<file path="src/sv/pqs_pkg.sv">
// ----------------------------------------------------------------------------
// pqs_pkg: shared types and constants of the priority quantum scheduler
// Table geometry, request/status/register codes, controller states and the
// structs that travel along the row of job cells.
// ----------------------------------------------------------------------------
package pqs_pkg;

	localparam int TABLE_DEPTH = 16;
	localparam int LEVEL_COUNT = 3;
	localparam int LVL_W       = (LEVEL_COUNT > 1) ? $clog2(LEVEL_COUNT) : 1;
	localparam int ID_W        = 16;
	localparam int BURST_W     = 16;
	localparam int TIME_W      = 20;
	localparam int QNT_W       = 16;

	localparam logic [LVL_W-1:0] LVL_LAST = LVL_W'(LEVEL_COUNT - 1);

	// request codes
	localparam logic [1:0] REQ_CLEAR  = 2'd0;
	localparam logic [1:0] REQ_APPEND = 2'd1;
	localparam logic [1:0] REQ_ROUND  = 2'd2;

	// result status codes
	localparam logic [1:0] STAT_SLICE = 2'd0;
	localparam logic [1:0] STAT_DONE  = 2'd1;
	localparam logic [1:0] STAT_FULL  = 2'd2;

	// register indexes
	localparam logic [1:0] CFG_QHIGH = 2'd0;
	localparam logic [1:0] CFG_QMED  = 2'd1;
	localparam logic [1:0] CFG_QLOW  = 2'd2;

	typedef enum logic [1:0] {
		S_IDLE,
		S_RUN,
		S_FULL
	} pqs_state_t;

	// broadcast to every cell
	typedef struct packed {
		logic               clr;
		logic               wr;
		logic               run;
		logic [LVL_W-1:0]   lvl;
		logic [QNT_W-1:0]   quantum;
		logic [ID_W-1:0]    wr_id;
		logic [BURST_W-1:0] wr_burst;
		logic [LVL_W-1:0]   wr_lvl;
	} pqs_ctl_t;

	// handed from one cell to the next
	typedef struct packed {
		logic                   free;   // some earlier cell is unloaded
		logic                   found;  // some earlier cell claimed the slice
		logic [LEVEL_COUNT-1:0] work;   // per level: a loaded job with work left
		logic [ID_W-1:0]        id;
		logic [BURST_W-1:0]     run;
		logic                   fin;
	} pqs_link_t;

endpackage

</file>
<file path="src/sv/pqs_cell.sv">
// ----------------------------------------------------------------------------
// pqs_cell: one job slot of the scheduler table
// Holds id, remaining burst and level; claims the append slot or the slice
// of the visited level when no earlier cell has, and passes the link on.
// ----------------------------------------------------------------------------
module pqs_cell (
	input  logic                clk,
	input  logic                arst_n,
	input  pqs_pkg::pqs_ctl_t   ctl,
	input  pqs_pkg::pqs_link_t  link_in,
	output pqs_pkg::pqs_link_t  link_out
);

	logic                               loaded_q;
	logic [pqs_pkg::ID_W-1:0]           id_q;
	logic [pqs_pkg::BURST_W-1:0]        rem_q;
	logic [pqs_pkg::LVL_W-1:0]          lvl_q;

	logic                               has_work;
	logic                               elig;
	logic                               pick;
	logic                               take_wr;
	logic [pqs_pkg::BURST_W-1:0]        run_len;

	// eligibility and slice length
	always_comb begin
		has_work = loaded_q && (rem_q != '0);
		elig     = has_work && (lvl_q == ctl.lvl);
		pick     = elig && !link_in.found;
		take_wr  = ctl.wr && !loaded_q && !link_in.free;
		run_len  = (rem_q > ctl.quantum) ? ctl.quantum : rem_q;
	end

	// link to the next cell
	always_comb begin
		link_out       = link_in;
		link_out.free  = link_in.free | !loaded_q;
		link_out.found = link_in.found | elig;
		for (int k = 0; k < pqs_pkg::LEVEL_COUNT; k++) begin
			if (int'(lvl_q) == k) begin
				link_out.work[k] = link_in.work[k] | has_work;
			end
		end
		if (pick) begin
			link_out.id  = id_q;
			link_out.run = run_len;
			link_out.fin = (rem_q <= ctl.quantum);
		end
	end

	// slot occupancy
	always_ff @(posedge clk or negedge arst_n) begin
		if (!arst_n) begin
			loaded_q <= 1'b0;
		end else if (ctl.clr) begin
			loaded_q <= 1'b0;
		end else if (take_wr) begin
			loaded_q <= 1'b1;
		end
	end

	// job payload
	always_ff @(posedge clk) begin
		if (take_wr) begin
			id_q  <= ctl.wr_id;
			rem_q <= ctl.wr_burst;
			lvl_q <= ctl.wr_lvl;
		end else if (ctl.run && pick) begin
			rem_q <= rem_q - run_len;
		end
	end

endmodule

</file>
<file path="src/sv/pqs_chain.sv">
// ----------------------------------------------------------------------------
// pqs_chain: row of job cells
// Cells are linked first to last; the link leaving the last cell carries
// the table-full flag, the per-level work flags and the picked slice.
// ----------------------------------------------------------------------------
module pqs_chain (
	input  logic                clk,
	input  logic                arst_n,
	input  pqs_pkg::pqs_ctl_t   ctl,
	output pqs_pkg::pqs_link_t  link_end
);

	pqs_pkg::pqs_link_t link [0:pqs_pkg::TABLE_DEPTH];

	assign link[0] = '0;

	for (genvar i = 0; i < pqs_pkg::TABLE_DEPTH; i++) begin : g_cell
		pqs_cell u_cell (
			.clk      (clk),
			.arst_n   (arst_n),
			.ctl      (ctl),
			.link_in  (link[i]),
			.link_out (link[i+1])
		);
	end

	assign link_end = link[pqs_pkg::TABLE_DEPTH];

endmodule

</file>
<file path="src/sv/priority_quantum_scheduler_core.sv">
// ----------------------------------------------------------------------------
// priority_quantum_scheduler_core: multilevel priority round scheduler
// Job table held in a row of cells; a small controller visits the levels
// one per unstalled cycle and emits one slice beat per level with work.
//
//   channel  | signals                          | direction
//   ---------+----------------------------------+----------
//   input    | in_valid, in_stall, req fields   | in
//   result   | out_valid, out_stall, fields     | out
//   config   | cfg_we, cfg_index, cfg_data      | in
//
// A round is accepted, then the controller steps one level through the cell
// row per cycle while the result register is free, visiting up to
// LEVEL_COUNT levels. A full-table append answers with a full beat. Reset
// empties the table, zeroes time and loads default quanta. A stalled result
// holds its level step until the register frees.
// ----------------------------------------------------------------------------
module priority_quantum_scheduler_core (
	input  logic                               clk,
	input  logic                               arst_n,
	// input channel
	input  logic                               in_valid,
	output logic                               in_stall,
	input  logic [1:0]                         req_type,
	input  logic [pqs_pkg::ID_W-1:0]           job_id,
	input  logic [pqs_pkg::BURST_W-1:0]        burst_length,
	input  logic [1:0]                         job_level,
	// result channel
	output logic                               out_valid,
	input  logic                               out_stall,
	output logic [1:0]                         status,
	output logic [pqs_pkg::ID_W-1:0]           slice_job_id,
	output logic [1:0]                         slice_level,
	output logic [pqs_pkg::TIME_W-1:0]         slice_start,
	output logic [pqs_pkg::BURST_W-1:0]        slice_length,
	output logic                               job_finished,
	output logic                               last_of_round,
	// configuration
	input  logic                               cfg_we,
	input  logic [1:0]                         cfg_index,
	input  logic [pqs_pkg::QNT_W-1:0]          cfg_data
);

	pqs_pkg::pqs_state_t               state_q, state_d;
	logic [pqs_pkg::LVL_W-1:0]         lvl_q;
	logic [pqs_pkg::TIME_W-1:0]        time_q;
	logic [pqs_pkg::QNT_W-1:0]         qhigh_q, qmed_q, qlow_q;

	logic                              out_valid_q;
	logic [1:0]                        status_q;
	logic [pqs_pkg::ID_W-1:0]          id_q;
	logic [1:0]                        level_q;
	logic [pqs_pkg::TIME_W-1:0]        start_q;
	logic [pqs_pkg::BURST_W-1:0]       length_q;
	logic                              fin_q;
	logic                              last_q;

	pqs_pkg::pqs_ctl_t                 ctl;
	pqs_pkg::pqs_link_t                link_end;

	logic                              accept;
	logic                              slot_free;
	logic                              work_above;
	logic [pqs_pkg::QNT_W-1:0]         quantum;
	logic [pqs_pkg::LVL_W-1:0]         wr_lvl;
	logic                              emit;
	logic [1:0]                        emit_status;
	logic                              emit_slice;
	logic                              emit_last;
	logic                              round_end;

	assign accept    = in_valid && !in_stall;
	assign slot_free = !out_valid_q || !out_stall;
	assign in_stall  = (state_q != pqs_pkg::S_IDLE);

	// quantum of the visited level, zero acts as one
	always_comb begin
		if (lvl_q == pqs_pkg::LVL_W'(0)) begin
			quantum = qhigh_q;
		end else if (lvl_q == pqs_pkg::LVL_W'(1)) begin
			quantum = qmed_q;
		end else begin
			quantum = qlow_q;
		end
		if (quantum == '0) begin
			quantum = pqs_pkg::QNT_W'(1);
		end
	end

	// saturate appended level
	always_comb begin
		if (int'(job_level) > pqs_pkg::LEVEL_COUNT - 1) begin
			wr_lvl = pqs_pkg::LVL_LAST;
		end else begin
			wr_lvl = pqs_pkg::LVL_W'(job_level);
		end
	end

	// work left at levels after the visited one
	always_comb begin
		work_above = 1'b0;
		for (int k = 0; k < pqs_pkg::LEVEL_COUNT; k++) begin
			if (k > int'(lvl_q)) begin
				work_above = work_above | link_end.work[k];
			end
		end
	end

	// next state
	always_comb begin
		state_d = state_q;
		case (state_q)
			pqs_pkg::S_IDLE: begin
				if (accept && req_type == pqs_pkg::REQ_ROUND) begin
					state_d = pqs_pkg::S_RUN;
				end else if (accept && req_type == pqs_pkg::REQ_APPEND && !link_end.free) begin
					state_d = pqs_pkg::S_FULL;
				end
			end
			pqs_pkg::S_RUN: begin
				if (round_end) begin
					state_d = pqs_pkg::S_IDLE;
				end
			end
			pqs_pkg::S_FULL: begin
				if (slot_free) begin
					state_d = pqs_pkg::S_IDLE;
				end
			end
			default: state_d = pqs_pkg::S_IDLE;
		endcase
	end

	// controller outputs: cell commands and result beats
	always_comb begin
		ctl          = '0;
		ctl.lvl      = lvl_q;
		ctl.quantum  = quantum;
		ctl.wr_id    = job_id;
		ctl.wr_burst = burst_length;
		ctl.wr_lvl   = wr_lvl;
		emit         = 1'b0;
		emit_status  = pqs_pkg::STAT_SLICE;
		emit_slice   = 1'b0;
		emit_last    = 1'b0;
		round_end    = 1'b0;
		case (state_q)
			pqs_pkg::S_IDLE: begin
				ctl.clr = accept && (req_type == pqs_pkg::REQ_CLEAR);
				ctl.wr  = accept && (req_type == pqs_pkg::REQ_APPEND);
			end
			pqs_pkg::S_RUN: begin
				if (slot_free) begin
					ctl.run = 1'b1;
					if (link_end.found) begin
						emit       = 1'b1;
						emit_slice = 1'b1;
						emit_last  = !work_above;
					end else if (lvl_q == '0 && link_end.work == '0) begin
						emit        = 1'b1;
						emit_status = pqs_pkg::STAT_DONE;
						emit_last   = 1'b1;
					end
					round_end = (emit && emit_last) || (lvl_q == pqs_pkg::LVL_LAST);
				end
			end
			pqs_pkg::S_FULL: begin
				if (slot_free) begin
					emit        = 1'b1;
					emit_status = pqs_pkg::STAT_FULL;
					emit_last   = 1'b1;
				end
			end
			default: ;
		endcase
	end

	// control registers: state, level step, time, quanta
	always_ff @(posedge clk or negedge arst_n) begin
		if (!arst_n) begin
			state_q <= pqs_pkg::S_IDLE;
			lvl_q   <= '0;
			time_q  <= '0;
			qhigh_q <= pqs_pkg::QNT_W'(10);
			qmed_q  <= pqs_pkg::QNT_W'(5);
			qlow_q  <= pqs_pkg::QNT_W'(2);
		end else begin
			state_q <= state_d;
			if (state_q == pqs_pkg::S_IDLE) begin
				lvl_q <= '0;
			end else if (state_q == pqs_pkg::S_RUN && slot_free && !round_end) begin
				lvl_q <= lvl_q + pqs_pkg::LVL_W'(1);
			end
			if (ctl.clr) begin
				time_q <= '0;
			end else if (emit_slice) begin
				time_q <= time_q + pqs_pkg::TIME_W'(link_end.run);
			end
			if (cfg_we) begin
				case (cfg_index)
					pqs_pkg::CFG_QHIGH: qhigh_q <= cfg_data;
					pqs_pkg::CFG_QMED:  qmed_q  <= cfg_data;
					pqs_pkg::CFG_QLOW:  qlow_q  <= cfg_data;
					default: ;
				endcase
			end
		end
	end

	// result register valid
	always_ff @(posedge clk or negedge arst_n) begin
		if (!arst_n) begin
			out_valid_q <= 1'b0;
		end else if (emit) begin
			out_valid_q <= 1'b1;
		end else if (!out_stall) begin
			out_valid_q <= 1'b0;
		end
	end

	// result register payload
	always_ff @(posedge clk) begin
		if (emit) begin
			status_q <= emit_status;
			last_q   <= emit_last;
			if (emit_slice) begin
				id_q     <= link_end.id;
				level_q  <= 2'(lvl_q);
				start_q  <= time_q;
				length_q <= link_end.run;
				fin_q    <= link_end.fin;
			end else begin
				id_q     <= '0;
				level_q  <= '0;
				start_q  <= '0;
				length_q <= '0;
				fin_q    <= 1'b0;
			end
		end
	end

	pqs_chain u_chain (
		.clk      (clk),
		.arst_n   (arst_n),
		.ctl      (ctl),
		.link_end (link_end)
	);

	assign out_valid     = out_valid_q;
	assign status        = status_q;
	assign slice_job_id  = id_q;
	assign slice_level   = level_q;
	assign slice_start   = start_q;
	assign slice_length  = length_q;
	assign job_finished  = fin_q;
	assign last_of_round = last_q;

endmodule
</file>
<file path="config.mk">
export PLATFORM = sky130hd
export DESIGN_NAME = priority_quantum_scheduler_core
export DESIGN_NICKNAME = d
export VERILOG_FILES = /design/src/sv/pqs_pkg.sv /design/src/sv/pqs_cell.sv /design/src/sv/pqs_chain.sv /design/src/sv/priority_quantum_scheduler_core.sv
export SDC_FILE = /design/constraint.sdc
export NUM_CORES = 2
export LEC_CHECK = 0
export BUFFER_PORTS_ARGS = -buffer_cell sky130_fd_sc_hd__buf_2
export CORE_MARGIN = 2
export CORE_UTILIZATION = 55
export CTS_BUF_LIST = sky130_fd_sc_hd__clkbuf_8 sky130_fd_sc_hd__clkbuf_16
export CTS_CLUSTER_SIZE = 16
export DETAILED_ROUTE_END_ITERATION = 16
export PLACE_DENSITY = 0.78
export SLEW_MARGIN = 0
export SYNTH_ARGS = -nofsm -noshare
export SYNTH_HDL_FRONTEND = slang
export SYNTH_SLANG_ARGS = --single-unit
</file>
<file path="constraint.sdc">
create_clock -name clk -period 11.7 [get_ports clk]
set_input_delay 1.17 -clock clk [delete_from_list [all_inputs] [get_ports clk]]
set_output_delay 1.17 -clock clk [all_outputs]
set_load 0.03 [all_outputs]
</file>
==> run_results.csv <==
group,metric,value,unit
grt,grt_pass1_wl,261000,um
final_layout,utilization,0.610,
min_path,hp-class,"input pin to async pin",
floorplan,pin_count,119,
clocking,numCtsBuffers,76,
final_layout,filler_cell_count,7279,
final_layout,multi_input_area,0.0277,mm2
route,drt-total-wl,181000,um
route,ant_nets,0,
clocking,post-cts-setup-buffers,0,
run_status,status,"finished clean",
route,drcViolationCount,0,
route,via_count,42700,
final_layout,syn_to_final_growth,9.84,%
synthesis,ys_top_cells_by_area,"edfxtp_1, ha_1, mux2i_1, dfrtp_1, nand2_1",
clocking,cts_max_level,3,
critical_path,crit_top_cell,"ha_1",
sta,finalCriticalPeriod,10.59,ns
placement,hpwl,128000,um
critical_path,path_class,"flip-flop to flip-flop",
route,via_per_inst,6.86,
critical_path,start_kind,"flip-flop",
critical_path,crit_family,"compound AO/OA/AOI/OAI gates",
clocking,hold_buffers,0,
grt,overflow,0,
grt,first_global_vias,40200,
sta,setup_viol_count_final,0,
final_layout,ff_latch_area,0.0203,mm2
synthesis,synth-main-ff-cell,"edfxtp_1",
critical_path,worst_ep_arrival_time,11.09,ns
sta,maxSlewHeadroom,0.0866,
route,firstDrtPassIters,8,
critical_path,crit_fanout,32,
sta,max_freq,94.4,MHz
synthesis,synth_area_leader_cell,"edfxtp_1",
critical_path,cp-startpoint,"lvl_q[1]",
sta,rsz0062_at_grt,"false",
placement,port_buffers,118,
synthesis,synth_edf_count,602,
final_layout,drive_gt1_frac,0.102,
critical_path,cp_slowest_cell,"o21ai_2",
pwr,power.density,242,mW/mm2
final_layout,fin_nets,5586,
clocking,cts_tree,"built",
sta,slew_violations,0,
flow_run,maxCapViolations,0,
synthesis,synthArstFlopShare,0.129,
floorplan,rows,109,
clocking,cts_max_path_buffers,3,
clocking,cts_sinks,691,
floorplan,die_h,303,um
floorplan,die_x,303,um
final_layout,layout_common_cells,"edfxtp_1, ha_1, nand2_1, o21ai_0, a21oi_1",
critical_path,cp_data_required_time,12.20,ns
clocking,ctsResizeCount,0,
synthesis,synth_top_cell_area_share,0.368,
floorplan,initial_core_util,0.555,
synthesis,ys_seq_elements,691,
pwr,leakagePower,20.9,nW
grt,track_usage,0.388,
synthesis,synth_cells,4891,
sta,tightestPinTransition,1.36,ns
synthesis,syn_area,0.0491,mm2
clocking,clk_pin_slew_worst_paths,0.06,ns
synthesis,yosysSeqAreaShare,0.414,
grt,antenna_found_initial,8,
sta,setup-tns-final,0,ns
critical_path,reg2reg_from,"lvl_q[1]",
synthesis,ys_types,86,
floorplan,fp.coreArea,0.0884,mm2
clocking,clkLatencyLatePin,0.67,ns
sta,fin_crit_sh,0.905,
floorplan,dieArea,0.0916,mm2
final_layout,mostFrequentLayoutCell,"edfxtp_1",
route,drt_iter0_drc,6007,
placement,place_congestion,1.05,
synthesis,yosysWarnings,0,
grt,grt_max_degree,63,
synthesis,synthesis.nets,5488,
pwr,peakVddDrop,0.188,mV
sta,hold_viol,0,
clocking,ctsRootBufferMaster,"clkbuf_16",
synthesis,avgSynthCellArea,10.0,um2
critical_path,slowest_delay,0.97,ns
critical_path,endpoint_kind,"flip-flop",
route,wire_per_inst,29.1,um
sta,clock-skew-final,0.0370,ns
critical_path,cp_num_buf_inv,4,
[power by group]
| part | internal, mW | switching (mW) | total [mW] |
|---|---|---|---|
| logic | 2.77 | 4.58 | 7.35 |
| registers | 3.13 | 0.126 | 3.25 |
| clock network | 1.38 | 1.05 | 2.43 |
[registers in the layout (all words and copies together) (netlist names), 16 cells and up]
| signal | cells |
|---|---|
| qmed_q | 16 |
| qlow_q | 16 |
| qhigh_q | 16 |
| slice_job_id | 16 |
| u_chain.g_cell.u_cell.lvl_q | 32 |
| u_chain.g_cell.u_cell.loaded_q | 16 |
| time_q | 20 |
| u_chain.g_cell.u_cell.id_q | 256 |
| slice_start | 20 |
| slice_length | 16 |
| u_chain.g_cell.u_cell.rem_q | 256 |
[final timing paths]
check | to | slack, ns | cells past startpoint
max in group asynchronous | time_q[7] | 9.92 | 2
min | qlow_q[11] | 0.44 | 1
min in group clk | qmed_q[15] | 0.51 | 1
max | time_q[19] | 1.11 | 30
max reg2reg | time_q[19] | 1.11 | 30
min reg2reg | qmed_q[15] | 0.51 | 1
[per-stage QoR]
| step | power, mW | cells | cell area [um2] | setup slack (ns) | hold WS, ns |
|---|---|---|---|---|---|
| final | 13.0 | 6216 | 53900 | 1.11 | 0.439 |
| after global routing | 13.7 | 6214 | 53900 | 0.894 | 0.443 |
| after CTS | 12.8 | 6212 | 53900 | 1.66 | 0.421 |
| after detailed placement | 10.4 | 6076 | 51400 | 1.77 | 0.492 |
| after global placement | 10.2 | 6076 | 51400 | 2.00 | 0.487 |
| after floorplan | 8.28 | 4891 | 49100 | 3.44 | 0.479 |
[routing by layer]
layer,vias to the layer above,track usage,wire length [um]
met1,20200,0.505,67400
met3,736,0.104,23100
met4,12,0.236,13200
li1,18800,-,-
met5,-,0,83
met2,2903,0.580,77300
[cell type report]
cell class | count | area share
flip-flops and latches | 691 | 0.377
multi-input cells | 3855 | 0.515
clock buffers | 82 | 0.0370
inverters | 137 | 0.00954
well taps | 1165 | 0.0270
repair buffers | 228 | 0.0263
diodes | 4 | 0.000186
clock inverters | 54 | 0.00852
[cells by family after synthesis]
group,synth area share
mux,0.0611
fa+ha+maj,0.140
flops,0.414
simple gates,0.139
buf+inv,0.0271
xor+xnor,0.0480
compound gates,0.171
[cell usage after synthesis (15+ instances only)]
master	instances
o2111ai_1	15
or3_1	22
or4_1	41
a211oi_1	22
a21oi_1	343
xor2_1	143
ha_1	521
nand2b_1	52
fa_1	17
mux2i_1	212
mux2_2	78
nor2_1	324
nor2b_1	37
o21a_1	40
o21bai_1	30
inv_1	136
nand3_1	93
o31ai_1	16
a222oi_1	23
nor3_1	109
a21o_1	77
nor4_1	61
and2_1	41
edfxtp_1	602
buf_2	20
o22ai_1	61
o221ai_1	27
a221oi_1	34
nand4_1	56
and3_1	17
buf_1	17
dfrtp_1	84
xnor2_1	126
nand2_1	519
a31oi_1	50
a22oi_1	41
clkbuf_1	168
o21ai_0	374
Note: power is estimated with default switching activity, not from simulation.
